## src/sv/ddbt_pkg.sv

```systemverilog
// ----------------------------------------------------------------------------
// ddbt_pkg
// Shared types and constants of the display idle dim and blank timer.
// ----------------------------------------------------------------------------
package ddbt_pkg;

    localparam int unsigned TIMEOUT_W = 32;
    localparam int unsigned ELAPSED_W = 16;
    localparam int unsigned HOUR_W    = 5;
    localparam int unsigned MODE_W    = 2;
    localparam int unsigned CFG_IDX_W = 3;

    localparam logic [MODE_W-1:0] MODE_ACTIVE = 2'd0;
    localparam logic [MODE_W-1:0] MODE_DIMMED = 2'd1;
    localparam logic [MODE_W-1:0] MODE_OFF    = 2'd2;

    localparam logic OP_TICK     = 1'b0;
    localparam logic OP_ACTIVITY = 1'b1;

    localparam logic [TIMEOUT_W:0]   RAISE_MS    = 33'd1000;
    localparam logic [TIMEOUT_W-1:0] SAT_IDLE    = 32'hFFFF_FFFF;
    localparam logic [TIMEOUT_W-1:0] MIN_DIM     = 32'd1;

    localparam logic [TIMEOUT_W-1:0] RST_DIM_MS   = 32'd30000;
    localparam logic [TIMEOUT_W-1:0] RST_BLANK_MS = 32'd60000;
    localparam logic [TIMEOUT_W-1:0] RST_SLEEP_MS = 32'd0;
    localparam logic [HOUR_W-1:0]    RST_NIGHT_START = 5'd22;
    localparam logic [HOUR_W-1:0]    RST_NIGHT_END   = 5'd7;

    typedef enum logic [CFG_IDX_W-1:0] {
        CFG_DIM_TIMEOUT   = 3'd0,
        CFG_BLANK_TIMEOUT = 3'd1,
        CFG_SLEEP_TIMEOUT = 3'd2,
        CFG_NIGHT_START   = 3'd3,
        CFG_NIGHT_END     = 3'd4,
        CFG_AUTO_DIM      = 3'd5,
        CFG_DEEP_SLEEP    = 3'd6
    } t_cfg_idx;

    typedef struct packed {
        logic [TIMEOUT_W-1:0] dim_after_ms;
        logic [TIMEOUT_W-1:0] off_after_ms;
        logic [TIMEOUT_W-1:0] sleep_timeout_ms;
        logic [HOUR_W-1:0]    night_first_hr;
        logic [HOUR_W-1:0]    night_stop_hr;
        logic                 auto_dim_enable;
        logic                 deep_sleep_enable;
    } t_cfg;

    typedef struct packed {
        logic [MODE_W-1:0] display_mode;
        logic              mode_changed;
        logic              sleep_request;
    } t_result;

endpackage

```

## src/sv/ddbt_cfg.sv

```systemverilog
// ----------------------------------------------------------------------------
// ddbt_cfg
// Configuration register file written through a plain write port.
// ----------------------------------------------------------------------------
module ddbt_cfg (
    input  logic                          i_clk,
    input  logic                          i_rst_n,
    input  logic                          i_cfg_we,
    input  logic [ddbt_pkg::CFG_IDX_W-1:0] i_cfg_index,
    input  logic [ddbt_pkg::TIMEOUT_W-1:0] i_cfg_wdata,
    output ddbt_pkg::t_cfg                o_cfg
);
    import ddbt_pkg::*;

    t_cfg r_cfg;

    always_ff @(posedge i_clk) begin
        if (!i_rst_n) begin
            r_cfg.dim_after_ms      <= RST_DIM_MS;
            r_cfg.off_after_ms      <= RST_BLANK_MS;
            r_cfg.sleep_timeout_ms  <= RST_SLEEP_MS;
            r_cfg.night_first_hr    <= RST_NIGHT_START;
            r_cfg.night_stop_hr     <= RST_NIGHT_END;
            r_cfg.auto_dim_enable   <= 1'b1;
            r_cfg.deep_sleep_enable <= 1'b0;
        end else if (i_cfg_we) begin
            case (t_cfg_idx'(i_cfg_index))
                CFG_DIM_TIMEOUT:   r_cfg.dim_after_ms      <= i_cfg_wdata;
                CFG_BLANK_TIMEOUT: r_cfg.off_after_ms      <= i_cfg_wdata;
                CFG_SLEEP_TIMEOUT: r_cfg.sleep_timeout_ms  <= i_cfg_wdata;
                CFG_NIGHT_START:   r_cfg.night_first_hr    <= i_cfg_wdata[HOUR_W-1:0];
                CFG_NIGHT_END:     r_cfg.night_stop_hr     <= i_cfg_wdata[HOUR_W-1:0];
                CFG_AUTO_DIM:      r_cfg.auto_dim_enable   <= i_cfg_wdata[0];
                CFG_DEEP_SLEEP:    r_cfg.deep_sleep_enable <= i_cfg_wdata[0];
                default: begin
                end
            endcase
        end
    end

    assign o_cfg = r_cfg;

endmodule

```

## src/sv/ddbt_core.sv

```systemverilog
// ----------------------------------------------------------------------------
// ddbt_core
// Idle counter and display mode state with the per-item decision logic.
// ----------------------------------------------------------------------------
module ddbt_core (
    input  logic                          i_clk,
    input  logic                          i_rst_n,
    input  ddbt_pkg::t_cfg                i_cfg,
    input  logic                          i_commit,
    input  logic                          i_opcode,
    input  logic [ddbt_pkg::ELAPSED_W-1:0] i_elapsed_ms,
    input  logic [ddbt_pkg::HOUR_W-1:0]    i_hour_now,
    output ddbt_pkg::t_result             o_result
);
    import ddbt_pkg::*;

    logic [TIMEOUT_W-1:0] r_idle;
    logic [MODE_W-1:0]    r_mode;
    logic [TIMEOUT_W-1:0] n_idle;
    logic [MODE_W-1:0]    n_mode;

    logic [TIMEOUT_W:0]   sum;
    logic [TIMEOUT_W-1:0] tick_idle;
    logic                 night;
    logic [TIMEOUT_W-1:0] dim_half;
    logic [TIMEOUT_W-1:0] dim_eff;
    logic [TIMEOUT_W-1:0] blank_half;
    logic [TIMEOUT_W:0]   blank_eff;
    logic [MODE_W-1:0]    tick_mode;
    logic                 tick_sleep;

    always_comb begin
        sum       = {1'b0, r_idle} + {{(TIMEOUT_W + 1 - ELAPSED_W){1'b0}}, i_elapsed_ms};
        tick_idle = sum[TIMEOUT_W] ? SAT_IDLE : sum[TIMEOUT_W-1:0];

        if (i_cfg.night_first_hr == i_cfg.night_stop_hr) begin
            night = 1'b0;
        end else if (i_cfg.night_first_hr < i_cfg.night_stop_hr) begin
            night = (i_hour_now >= i_cfg.night_first_hr) &&
                    (i_hour_now < i_cfg.night_stop_hr);
        end else begin
            night = (i_hour_now >= i_cfg.night_first_hr) ||
                    (i_hour_now < i_cfg.night_stop_hr);
        end

        dim_half   = night ? (i_cfg.dim_after_ms >> 1) : i_cfg.dim_after_ms;
        blank_half = night ? (i_cfg.off_after_ms >> 1) : i_cfg.off_after_ms;
        dim_eff    = (dim_half == '0) ? MIN_DIM : dim_half;
        blank_eff  = (blank_half <= dim_eff) ? ({1'b0, dim_eff} + RAISE_MS)
                                             : {1'b0, blank_half};

        if (!i_cfg.auto_dim_enable) begin
            tick_mode = MODE_ACTIVE;
        end else if ({1'b0, tick_idle} >= blank_eff) begin
            tick_mode = MODE_OFF;
        end else if (tick_idle >= dim_eff) begin
            tick_mode = MODE_DIMMED;
        end else begin
            tick_mode = MODE_ACTIVE;
        end

        tick_sleep = i_cfg.deep_sleep_enable && (i_cfg.sleep_timeout_ms != '0) &&
                     (tick_mode == MODE_OFF) && (tick_idle >= i_cfg.sleep_timeout_ms) &&
                     night;

        if (i_opcode == OP_ACTIVITY) begin
            n_idle = '0;
            n_mode = MODE_ACTIVE;
            o_result.sleep_request = 1'b0;
        end else begin
            n_idle = tick_idle;
            n_mode = tick_mode;
            o_result.sleep_request = tick_sleep;
        end
        o_result.display_mode = n_mode;
        o_result.mode_changed = (n_mode != r_mode);
    end

    always_ff @(posedge i_clk) begin
        if (!i_rst_n) begin
            r_idle <= '0;
            r_mode <= MODE_ACTIVE;
        end else if (i_commit) begin
            r_idle <= n_idle;
            r_mode <= n_mode;
        end
    end

    a_mode_legal: assert property (@(posedge i_clk) disable iff (!i_rst_n)
        (r_mode == MODE_ACTIVE) || (r_mode == MODE_DIMMED) || (r_mode == MODE_OFF))
        else $error("display mode register holds an unused code");

    a_activity_clears: assert property (@(posedge i_clk) disable iff (!i_rst_n)
        i_commit && (i_opcode == OP_ACTIVITY) |=> (r_idle == '0) && (r_mode == MODE_ACTIVE))
        else $error("activity did not clear the idle counter");

    a_tick_monotonic: assert property (@(posedge i_clk) disable iff (!i_rst_n)
        i_commit && (i_opcode == OP_TICK) |=> (r_idle >= $past(r_idle)))
        else $error("idle counter went backward on a tick");

    a_sleep_only_off: assert property (@(posedge i_clk) disable iff (!i_rst_n)
        i_commit && o_result.sleep_request |-> (o_result.display_mode == MODE_OFF) && night)
        else $error("sleep request outside the off mode or the night window");

    a_hold_idle: assert property (@(posedge i_clk) disable iff (!i_rst_n)
        !i_commit |=> $stable(r_idle) && $stable(r_mode))
        else $error("state changed without a committed item");

endmodule

```

## src/sv/display_idle_dim_blank_timer.sv

```systemverilog
// ----------------------------------------------------------------------------
// display_idle_dim_blank_timer
// Display inactivity power manager with dim, blank and deep sleep request.
// ----------------------------------------------------------------------------
// Items arrive on the input channel (i_in_valid, o_in_stall): a tick carries
// the elapsed milliseconds and the hour, an activity event clears idle time.
// Each item yields exactly one result on the output channel (o_out_valid,
// i_out_stall): the display mode after the item, a changed flag and a sleep
// request flag.
// An item sits in the input register, where the decision logic and the idle
// counter update run, and its result is then shown from the output register.
// One item can be transferred in every cycle unless the input channel stalls;
// the idle counter and mode are updated in the cycle an item moves to the
// output register, so the next item sees them at once.
// When the receiver stalls, the result holds and the input register keeps one
// more item; the input channel stalls only when both are full.
// Configuration registers are written through i_cfg_we, i_cfg_index and
// i_cfg_wdata; the user must write them only while no item is in flight, as
// the block does not enforce this. Reset restores the register defaults,
// clears idle time, sets the mode to active and empties both stages.
// ----------------------------------------------------------------------------
module display_idle_dim_blank_timer (
    input  logic                          i_clk,
    input  logic                          i_rst_n,
    input  logic                          i_cfg_we,
    input  logic [ddbt_pkg::CFG_IDX_W-1:0] i_cfg_index,
    input  logic [ddbt_pkg::TIMEOUT_W-1:0] i_cfg_wdata,
    input  logic                          i_in_valid,
    output logic                          o_in_stall,
    input  logic                          i_opcode,
    input  logic [ddbt_pkg::ELAPSED_W-1:0] i_elapsed_ms,
    input  logic [ddbt_pkg::HOUR_W-1:0]    i_hour_now,
    output logic                          o_out_valid,
    input  logic                          i_out_stall,
    output logic [ddbt_pkg::MODE_W-1:0]    o_display_mode,
    output logic                          o_mode_changed,
    output logic                          o_sleep_request
);
    import ddbt_pkg::*;

    t_cfg    cfg;
    t_result result;

    logic                 r_s1_valid;
    logic                 r_s1_opcode;
    logic [ELAPSED_W-1:0] r_s1_elapsed;
    logic [HOUR_W-1:0]    r_s1_hour;
    logic                 r_out_valid;
    t_result              r_out;

    logic out_free;
    logic commit;
    logic in_take;

    assign out_free   = !r_out_valid || !i_out_stall;
    assign commit     = r_s1_valid && out_free;
    assign o_in_stall = r_s1_valid && !out_free;
    assign in_take    = i_in_valid && !o_in_stall;

    ddbt_cfg u_cfg (
        .i_clk       (i_clk),
        .i_rst_n     (i_rst_n),
        .i_cfg_we    (i_cfg_we),
        .i_cfg_index (i_cfg_index),
        .i_cfg_wdata (i_cfg_wdata),
        .o_cfg       (cfg)
    );

    ddbt_core u_core (
        .i_clk        (i_clk),
        .i_rst_n      (i_rst_n),
        .i_cfg        (cfg),
        .i_commit     (commit),
        .i_opcode     (r_s1_opcode),
        .i_elapsed_ms (r_s1_elapsed),
        .i_hour_now   (r_s1_hour),
        .o_result     (result)
    );

    always_ff @(posedge i_clk) begin
        if (!i_rst_n) begin
            r_s1_valid  <= 1'b0;
            r_out_valid <= 1'b0;
        end else begin
            if (in_take) begin
                r_s1_valid <= 1'b1;
            end else if (commit) begin
                r_s1_valid <= 1'b0;
            end
            if (commit) begin
                r_out_valid <= 1'b1;
            end else if (!i_out_stall) begin
                r_out_valid <= 1'b0;
            end
        end
    end

    always_ff @(posedge i_clk) begin
        if (in_take) begin
            r_s1_opcode  <= i_opcode;
            r_s1_elapsed <= i_elapsed_ms;
            r_s1_hour    <= i_hour_now;
        end
        if (commit) begin
            r_out <= result;
        end
    end

    assign o_out_valid     = r_out_valid;
    assign o_display_mode  = r_out.display_mode;
    assign o_mode_changed  = r_out.mode_changed;
    assign o_sleep_request = r_out.sleep_request;

endmodule
```

## config.mk

```make
export PLATFORM = sky130hd
export DESIGN_NAME = display_idle_dim_blank_timer
export DESIGN_NICKNAME = d
export VERILOG_FILES = /design/src/sv/ddbt_pkg.sv /design/src/sv/ddbt_cfg.sv /design/src/sv/ddbt_core.sv /design/src/sv/display_idle_dim_blank_timer.sv
export SDC_FILE = /design/constraint.sdc
export NUM_CORES = 1
export LEC_CHECK = 0
export ABC_AREA = 0
export BUFFER_PORTS_ARGS = -buffer_cell sky130_fd_sc_hd__buf_2
export CAP_MARGIN = 10
export CORE_AREA = 3 3 163 165
export CTS_CLUSTER_DIAMETER = 200
export DETAILED_ROUTE_END_ITERATION = 7
export DIE_AREA = 0 0 166 168
export PLACE_DENSITY = 0.67
export SLEW_MARGIN = 25
export SYNTH_ARGS = -nofsm -noshare
export SYNTH_HDL_FRONTEND = slang
export SYNTH_SLANG_ARGS = --single-unit
```

## constraint.sdc

```tcl
create_clock -name i_clk -period 9.9 [get_ports i_clk]
set_input_delay 0.495 -clock i_clk [delete_from_list [all_inputs] [get_ports i_clk]]
set_output_delay 0.495 -clock i_clk [all_outputs]
set_load 0.05 [all_outputs]
```

# Yosys cells after proc, flatten, opt, wreduce, memory -nomap -nowiden
# Index checks and enable logic that the tools add are counted.
# classes
n_lt_le_gt_ge,7
add_sub_neg,2
n_eq_ne,10
mux,16
mul,0
bitwise,0
n_shift,0
n_reduce_logical,25
div_mod_pow,0
# ops
operator,n
2-to-1 mux 32 bit,5
greater-or-equal comparator 32 bit,2
adder 32 x 10 -> 33 bit (second input constant),1
adder 32 x 16 -> 33 bit,1
greater-or-equal comparator 32 x 33 -> 1 bit,1
2-to-1 mux 33 bit,1
<= comparator 32 bit,1
logical NOT 32 bit,1
nonzero test 32 bit,1
AND reduction 2 bit,7
< comparator 5 bit,2
== test 3 bit (second input constant),3
logical AND 1 bit,8
2-to-1 mux 1 bit,7
== test 3 x 2 -> 1 bit (second input constant),2
2-to-1 mux 2 bit,3
== test 5 bit,1
greater-or-equal comparator 5 bit,1
logical NOT 1 bit,4
== test 3 x 1 -> 1 bit (second input constant),1
logical NOT 3 bit,1
== test 2 bit (second input constant),1
logical OR 1 bit,2
!= test 2 x 1 -> 1 bit (second input constant),1
2 further kinds,2
# word_totals
latchBits,0
ramBits,0
output_inout_bits,6
in_bits,62
romBits,0
ff_bits,170
memories,0

# Depth between registers and ports, before layout
# Gate-level depths: netlist of the first run.
# depth
depth_word,16
ltp_mapped,37
mapped_depth_nobuf,32

# Hierarchy
# Synthesis of the first run repeated with hierarchy kept, for this count alone.
# unflattened
cells_unflattened,1593
area_unflattened_um2,13291.5
# modules_own_cells
mod,instances,area_each_um2,cells_per_inst
ddbt_core,1,8239.2,1148
ddbt_cfg,1,4187.8,411
display_idle_dim_blank_timer,1,864.6,34

# Least setup slack after synthesis of the first run
# OpenSTA, ideal clock, no wires.
# synth_path
kind,register to register
startpoint,register u_cfg.r_cfg (netlist bit u_cfg.o_cfg[4])
endpoint,register r_out (netlist bit o_mode_changed) (data pin)
t_arrival_ns,6.777
required_time_ns,9.639
n_path_buf,5
slack_ns,2.863
path_stages_with_launch,32
period_less_slack_ns,7.037
cell_sequence,dfxtp_1 inv_1 ha_1 a41o_1 a221o_1 maj3_4 nand2_4 buf_2 clkbuf_1 clkbuf_1 a21boi_0 ha_1 nand4_1 nor3_1 nand4_1 or4_1 o21ai_0 o41ai_2 a211o_2 buf_6 buf_4 mux2i_1 ha_1 a211o_1 a21oi_1 o21ai_0 a31oi_1 o21ai_0 o221ai_1 and2_0 a211oi_2 o32a_1
# synth_lines
element,line,text
start: declaration,ddbt_cfg.sv:15,t_cfg r_cfg;
end signal: assignment,display_idle_dim_blank_timer.sv:105,r_out <= result;
end: declaration,display_idle_dim_blank_timer.sv:49,t_result r_out;

==> results by group, run 1 <==
Layout
  – Layout area overhead: 9.22%
  – Ant. Diodes: 0
  – Share of cells above drive strength 1: 9.35%
  – Final #Nets: 1,844
  – Finished Layout Cells: about 2,000

Yosys
  – Most used DFF post-synth: dfxtp_1
  – Synth warn: 0
  – Most frequent cell after synthesis: nand2_1
  – Synthesized net count: 1,816
  – Synth top area cells: dfxtp_1 23%, ha_1 16%, nand2_1 11%, edfxtp_1 6.2%, a21oi_1 6.1%
  – Count of unique library cells instantiated by Yosys: 84
  – Synth area leader: dfxtp_1
  – Cells after synthesis: around 1,600
  – Asr flop ratio synth: 0%
  – Top cells by count, synth: 372 x nand2_1, 158 x ha_1, 153 x a21oi_1, 144 x dfxtp_1, 65 x nor2_1
  – Post-synthesis sequential area ratio: 29.2%
  – Post-synthesis register bit count: 170
  – Number of flops mapped to enable cells by yosys: 26
  – Synth Cell Area: 12,600 µm²
  – Mean Syn Cell Area: 7.88 µm²
  – Top cell type's share of synthesized area: 22.9%

Global routing
  – First-pass GRT wire length: 60,600 µm
  – Antenna violations before repair: 0
  – Vias in the first global route: between 10,000 and 15,000
  – Largest net degree at the start of global routing: 86
  – Total GRT Usage: 27.0%
  – Global route total overflow: 0

Critical path
  – Startpoint Class: flop
  – CP Class: reg2reg
  – Setup crit start: u_cfg.o_cfg[5]
  – Worst-path fanout max: 55
  – Worst R2R Start: u_cfg.o_cfg[5]
  – Critical Path Slowest Stage Cell: or4_1
  – Worst Path Required: around 10 ns
  – Crit path largest cell delay: between 0.5 and 0.6 ns
  – Setup crit end kind: flop
  – WP data arrival: 8.15 ns

Route
  – Routed WL: approximately 38,000 µm
  – Number of routed nets with antenna violations: 0
  – Vias: roughly 12,000
  – First-pass detailed-route iteration total: 6
  – DRC Markers: 0
  – Avg WL per Cell: around 19 µm
  – Detailed Route Iter0 Violations: 1,063
  – Via density: 5.98

Clock network
  – CTS buffer count: 17
  – Worst skew pair latency: 0.44 ns
  – Clock root buffer: clkbuf_16
  – CTS tree: yes
  – CTS H-Tree Depth: 4
  – Cts repair resizes: 0
  – Clk sinks: 170
  – Reg clk slew, reported paths: roughly 0.090 ns
  – Hold_buf cts: 0
  – Maximum buffer depth of the clock tree: 2
  – Setup Fix Bufs, Post-CTS: 0

Power
  – Sw Share: 35.6%
  – Clk network pwr share: between 30% and 40%
  – Internal power: between 1 and 1.5 mW
  – Pleak: 6.02 nW
  – Pwr dens: 146 nW/µm²
  – Max VDD drop: 0.103 mV
  – Combinational share of power: 29.3%
  – Switching pwr: between 0.7 and 0.8 mW
  – Seq pwr share: 37.2%

Flow run
  – Max cap viols: 0

Die
  – Width of the chip: 166 µm
  – FP Rows: 58
  – # IOs: 68
  – Initial Util: between 40% and 50%
  – DIE AREA: 27,900 µm²
  – Core area: 25,200 µm²
  – Die H: 168 µm

STA
  – Measured slew at the worst slew-check pin: 1.08 ns
  – Final min period: 7.97 ns
  – Total Neg Setup Slack: 0 ns
  – Setup violators final: 0
  – Layout Skew: 0.0196 ns
  – Worst hold slack: 0.223 ns
  – Max Fclk: 126 MHz
  – Hold Vio Cnt, Final: 0
  – RSZ-0062 raised after global routing: no
  – Max Slew Vio Count: 0
  – Rel. slew slack: a little over a quarter
  – Crit share post-route: 80.5%

Placement
  – Placed cell count: 1,934
  – I/O Buffers: 67
  – RePlAce Congestion: 1.00
  – Detailed placement HPWL: 29,400 µm

Outcome
  – Status: complete, no violations

Min path
  – HP Class: in2reg
  – Min-delay src: i_hour_now[3]
-- kinds of logic after synthesis --
family / share of synthesized area [%]
AOI/OAI and AO/OA: 18.7
xor gates and xnor gates: 3.21
DFF: 29.2
adders and majority gates: 16.1
buffers and inverters: 4.17
muxes: 4.23
and+or+nand+nor: 24.4
-- through the flow --
| stage | area (µm²) | total power, mW | utilization (%) | setup slack [ns] |
|---|---|---|---|---|
| 2_1_floorplan | 12600 | 1.18 | - | 2.86 |
| 3_3_place_gp | 13100 | 1.33 | 52.2 | 2.21 |
| 3_5_place_dp | 13100 | 1.33 | 52.2 | 2.06 |
| 4_1_cts | 13700 | 2.00 | 54.5 | 2.03 |
| 5_1_grt | 13700 | 2.11 | 54.5 | 1.34 |
| 6_report | 13700 | 2.00 | 54.5 | 1.93 |
-- power groups by stage --
stage | Sequential, mW | Combinational, mW | Clock, mW
after floorplan | 0.756 | 0.429 | 0
after global placement | 0.759 | 0.566 | 0
after detailed placement | 0.760 | 0.575 | 0
after CTS | 0.744 | 0.579 | 0.679
after global routing | 0.747 | 0.650 | 0.709
final | 0.744 | 0.587 | 0.672
-- registers in the layout, summed over array words and instances (netlist names), 2 cells and up --
name / cells
u_cfg.o_cfg: 108
u_core.r_idle: 32
r_s1_elapsed: 16
r_s1_hour: 5
o_display_mode: 2
u_core.r_mode: 2
-- routing by layer --
layer  up-vias  routed length, µm  track usage [%]
li1       5719                  -                -
met1      5594              18500             39.4
met2       390              16500             41.9
met3        61               2200             3.40
met4         0               1080             8.28
met5         -                  0                0
-- layout by cell type (no fill, tap or decap), drive strengths merged, types with 6 or more instances in the layout --
cell	count
a211oi	15
a21boi	7
a21o	40
a21oi	155
a22o	21
a31oi	11
and2	18
and3	22
and4	6
buf	83
clkbuf	18
dfxtp	144
edfxtp	26
ha	158
inv	67
mux2i	47
nand2	373
nand2b	19
nand3	53
nand4	27
nor2	66
nor2b	16
nor3	31
nor4	17
o211ai	8
o21a	15
o21ai	57
xnor2	22
xor2	24
-- worst paths after layout --
kind / to / slack [ns] / cells past startpoint
min reg2reg: u_core.r_idle[0] / 0.46 / 2
max reg2reg: o_mode_changed / 1.93 / 28
min: r_s1_hour[3] / 0.22 / 1
max: o_mode_changed / 1.93 / 28
-- cell type report --
cell class	instances	area [µm²]
Fill cell	2373	11500
Multi-Input combinational cell	1293	8390
Sequential cell	170	3660
Timing Repair Buffer	83	455
Clock buffer	18	429
Tap cell	330	413
Inverter	58	218
Clock inverter	14	150
-- critical path, delay by kind of cell, from the launching register on --
family | cells | cell delay, ns
compound gates | 12 | 2.94
fa+ha+maj | 4 | 1.44
buf+inv | 1 | 0.06
flops | 1 | 0.34
simple gates | 11 | 2.88
(Power assumes the default switching activity.)
==> inputs of run 2 (changes only) <==
- ABC_AREA: 0 -> 1
- CORE_AREA: 3 3 163 165 -> 3 3 162 164
- DIE_AREA: 0 0 166 168 -> 0 0 165 167
- PLACE_DENSITY: 0.67 -> 0.69
- clock period: 9.9 -> 7.13 ns (I/O delays scaled with it)
==> run 2 against run 1 <==
  * The run now ends with DRC left
  * Synthesized cell count is 12% higher
  * Sequential share of layout area up 0.28 points
  * Critical path depth grew 13
  * Setup slack got worse by 1.2 ns
  * Fmax grew 25%
  * Sequential power grew 38%
  * Area after synthesis shrank 1.6%
  * Largest cell class unchanged
==> results by group, run 2 <==
Global routing
  – Antenna violations before repair: 0
  – Global route total overflow: 0
  – Largest net degree at the start of global routing: 64
  – First-pass GRT wire length: 57,200 µm
  – Total GRT Usage: 26.2%
  – Vias in the first global route: 10,800

Yosys
  – Most frequent cell after synthesis: nand2_1
  – Synth Cell Area: 12,400 µm²
  – Synthesized net count: 2,001
  – Top cells by count, synth: 411 x nand2_1, 194 x inv_1, 174 x o21ai_0, 171 x a21oi_1, 158 x ha_1
  – Most used DFF post-synth: dfxtp_1
  – Post-synthesis sequential area ratio: 29.6%
  – Mean Syn Cell Area: 6.95 µm²
  – Synth top area cells: dfxtp_1 23%, ha_1 16%, nand2_1 12%, o21ai_0 7.0%, a21oi_1 6.9%
  – Synth warn: 0
  – Number of flops mapped to enable cells by yosys: 26
  – Count of unique library cells instantiated by Yosys: 50
  – Cells after synthesis: 1,780
  – Post-synthesis register bit count: 170
  – Asr flop ratio synth: 0%
  – Top cell type's share of synthesized area: 23.3%
  – Synth area leader: dfxtp_1

STA
  – Crit share post-route: 89.2%
  – Measured slew at the worst slew-check pin: 1.00 ns
  – Worst hold slack: 0.0750 ns
  – Layout Skew: 0.0130 ns
  – Rel. slew slack: 33.1%
  – Max Fclk: 157 MHz
  – RSZ-0062 raised after global routing: no
  – Hold Vio Cnt, Final: 0
  – Max Slew Vio Count: 0
  – Setup violators final: 0
  – Final min period: 6.36 ns
  – Total Neg Setup Slack: 0 ns

Power
  – Pwr dens: 228 nW/µm²
  – Internal power: 1.85 mW
  – Pleak: about 6 nW
  – Combinational share of power: 35.7%
  – Switching pwr: 1.24 mW
  – Seq pwr share: 33.3%
  – Sw Share: 40.0%
  – Max VDD drop: 0.157 mV
  – Tot Pwr: 3.09 mW
  – Clk network pwr share: 31.1%

Clock network
  – Worst skew pair latency: 0.45 ns
  – Setup Fix Bufs, Post-CTS: 0
  – Hold_buf cts: 0
  – Maximum buffer depth of the clock tree: 2
  – CTS buffer count: 17
  – CTS tree: yes
  – Reg clk slew, reported paths: 0.08 ns
  – Cts repair resizes: 0
  – CTS H-Tree Depth: 4
  – Clk sinks: 170
  – Clock root buffer: clkbuf_16

Route
  – Number of routed nets with antenna violations: 0
  – Routed WL: 36,000 µm
  – Vias: 12,100
  – Via density: approximately 5.6
  – Avg WL per Cell: 16.7 µm
  – Detailed Route Iter0 Violations: 1,012
  – First-pass detailed-route iteration total: 8
  – DRC Markers: 4

Min path
  – Worst Hold End: r_s1_hour[1]
  – Min-delay src: i_hour_now[1]
  – HP Class: in2reg
  – Hold path cells: 1

Flow run
  – Max cap viols: 0

Die
  – # IOs: 68
  – Core area: 25,000 µm²
  – Width of the chip: 165 µm
  – Initial Util: 49.4%
  – DIE AREA: ~28,000 µm²
  – FP Rows: 58
  – Die H: 167 µm

Placement
  – I/O Buffers: 67
  – RePlAce Congestion: 1.04
  – Detailed placement HPWL: 27,800 µm

Layout
  – Layout area overhead: 9.84%
  – Multi-input gate area: between 7000 and 8000 µm²
  – Max reg flops: between 100 and 150
  – Most common cell after layout, fill and taps aside: nand2_1
  – Fill cells: 2,468
  – Commonest cells after routing, fill and taps aside: 410 x nand2_1, 194 x inv_1, 172 x o21ai_0, 171 x a21oi_1, 158 x ha_1
  – Share of cells above drive strength 1: 8.41%
  – Ant. Diodes: 0
  – Final #Nets: a little over 2,000
  – Reg area: 3660 µm²

Critical path
  – Worst R2R Start: r_s1_hour[4]
  – Worst Path Required: 7.34 ns
  – CP Class: reg2reg
  – Reg2reg end: o_mode_changed
  – Startpoint Class: flop
  – Setup slack, reg-to-reg: slightly below 0.8 ns
  – Crit path largest cell delay: 0.42 ns
  – Critical Path Slowest Stage Cell: edfxtp_1
  – Worst path most repeated cell: nand2_1
  – Setup crit end kind: flop
  – WP data arrival: ~6.6 ns
  – Worst R2R Path Depth: 41
  – Worst-path fanout max: 31

Outcome
  – Status: finished with violations
  – Violated checks: DRC
## run 2: layout make-up
class,instances,share of cell area (%)
multi-input cells,1345,56.6
flip-flops and latches,170,27.0
inverters,205,5.67
repair buffers,79,3.25
clock buffers,18,3.16
well taps,330,3.04
clock inverters,14,1.29
## run 2: worst max-delay path by stage
| stage | start | end | slack (ns) |
|---|---|---|---|
| detailed placement | u_cfg.o_cfg[6] | o_mode_changed | 0.46 |
| finish | r_s1_hour[4] | o_mode_changed | 0.77 |
| floorplan | u_cfg.o_cfg[6] | o_mode_changed | 1.46 |
| global route | u_cfg.o_cfg[6] | o_mode_changed | 0.04 |
| global placement | u_cfg.o_cfg[6] | o_mode_changed | 0.64 |
| CTS | u_cfg.o_cfg[6] | o_mode_changed | 0.39 |
## run 2: worst max-delay path, delay by kind of cell (launching register included)
kind	cells	cell delay, ns
AOI/OAI and AO/OA	5	0.67
adders and majority gates	3	0.91
buffers and inverters	6	0.99
DFF	1	0.42
muxes	1	0.29
and+or+nand+nor	26	2.80
## run 2: per-stage QoR
step	instances	worst slack [ns]	util (%)	cell area, µm²
2_1_floorplan	1780	1.46	-	12400
3_3_place_gp	2129	0.644	51.6	12900
3_5_place_dp	2129	0.463	51.6	12900
4_1_cts	2161	0.392	54.1	13500
5_1_grt	2161	0.0358	54.2	13600
6_report	2161	0.768	54.2	13600
## run 2: power by group through the flow
| stage | Combinational (mW) | Clock [mW] | Sequential (mW) |
|---|---|---|---|
| finish | 1.10 | 0.960 | 1.03 |
| floorplan | 0.762 | 0 | 1.05 |
| CTS | 1.06 | 0.973 | 1.03 |
| global placement | 1.03 | 0 | 1.05 |
| detailed placement | 1.05 | 0 | 1.05 |
| global route | 1.25 | 1.01 | 1.03 |
## run 2: kinds of logic after synthesis
kind of cell             after synthesis  share of synthesized area (%)
adder cells (fa/ha/maj)              159                           16.2
buffers and inverters                266                           8.51
AO/OA/AOI/OAI                        410                           17.7
multiplexers                           2                          0.162
AND/OR/NAND/NOR                      740                           25.5
XOR/XNOR                              33                           2.34
flip-flops                           170                           29.6
## run 2: layer usage
layer / vias up / wire length (µm) / GRT usage (%)
met5: - / 0 / 0
met4: 0 / 569 / 5.65
met3: 49 / 2580 / 3.98
met2: 407 / 15600 / 39.2
met1: 5536 / 17300 / 39.6
li1: 6067 / - / -
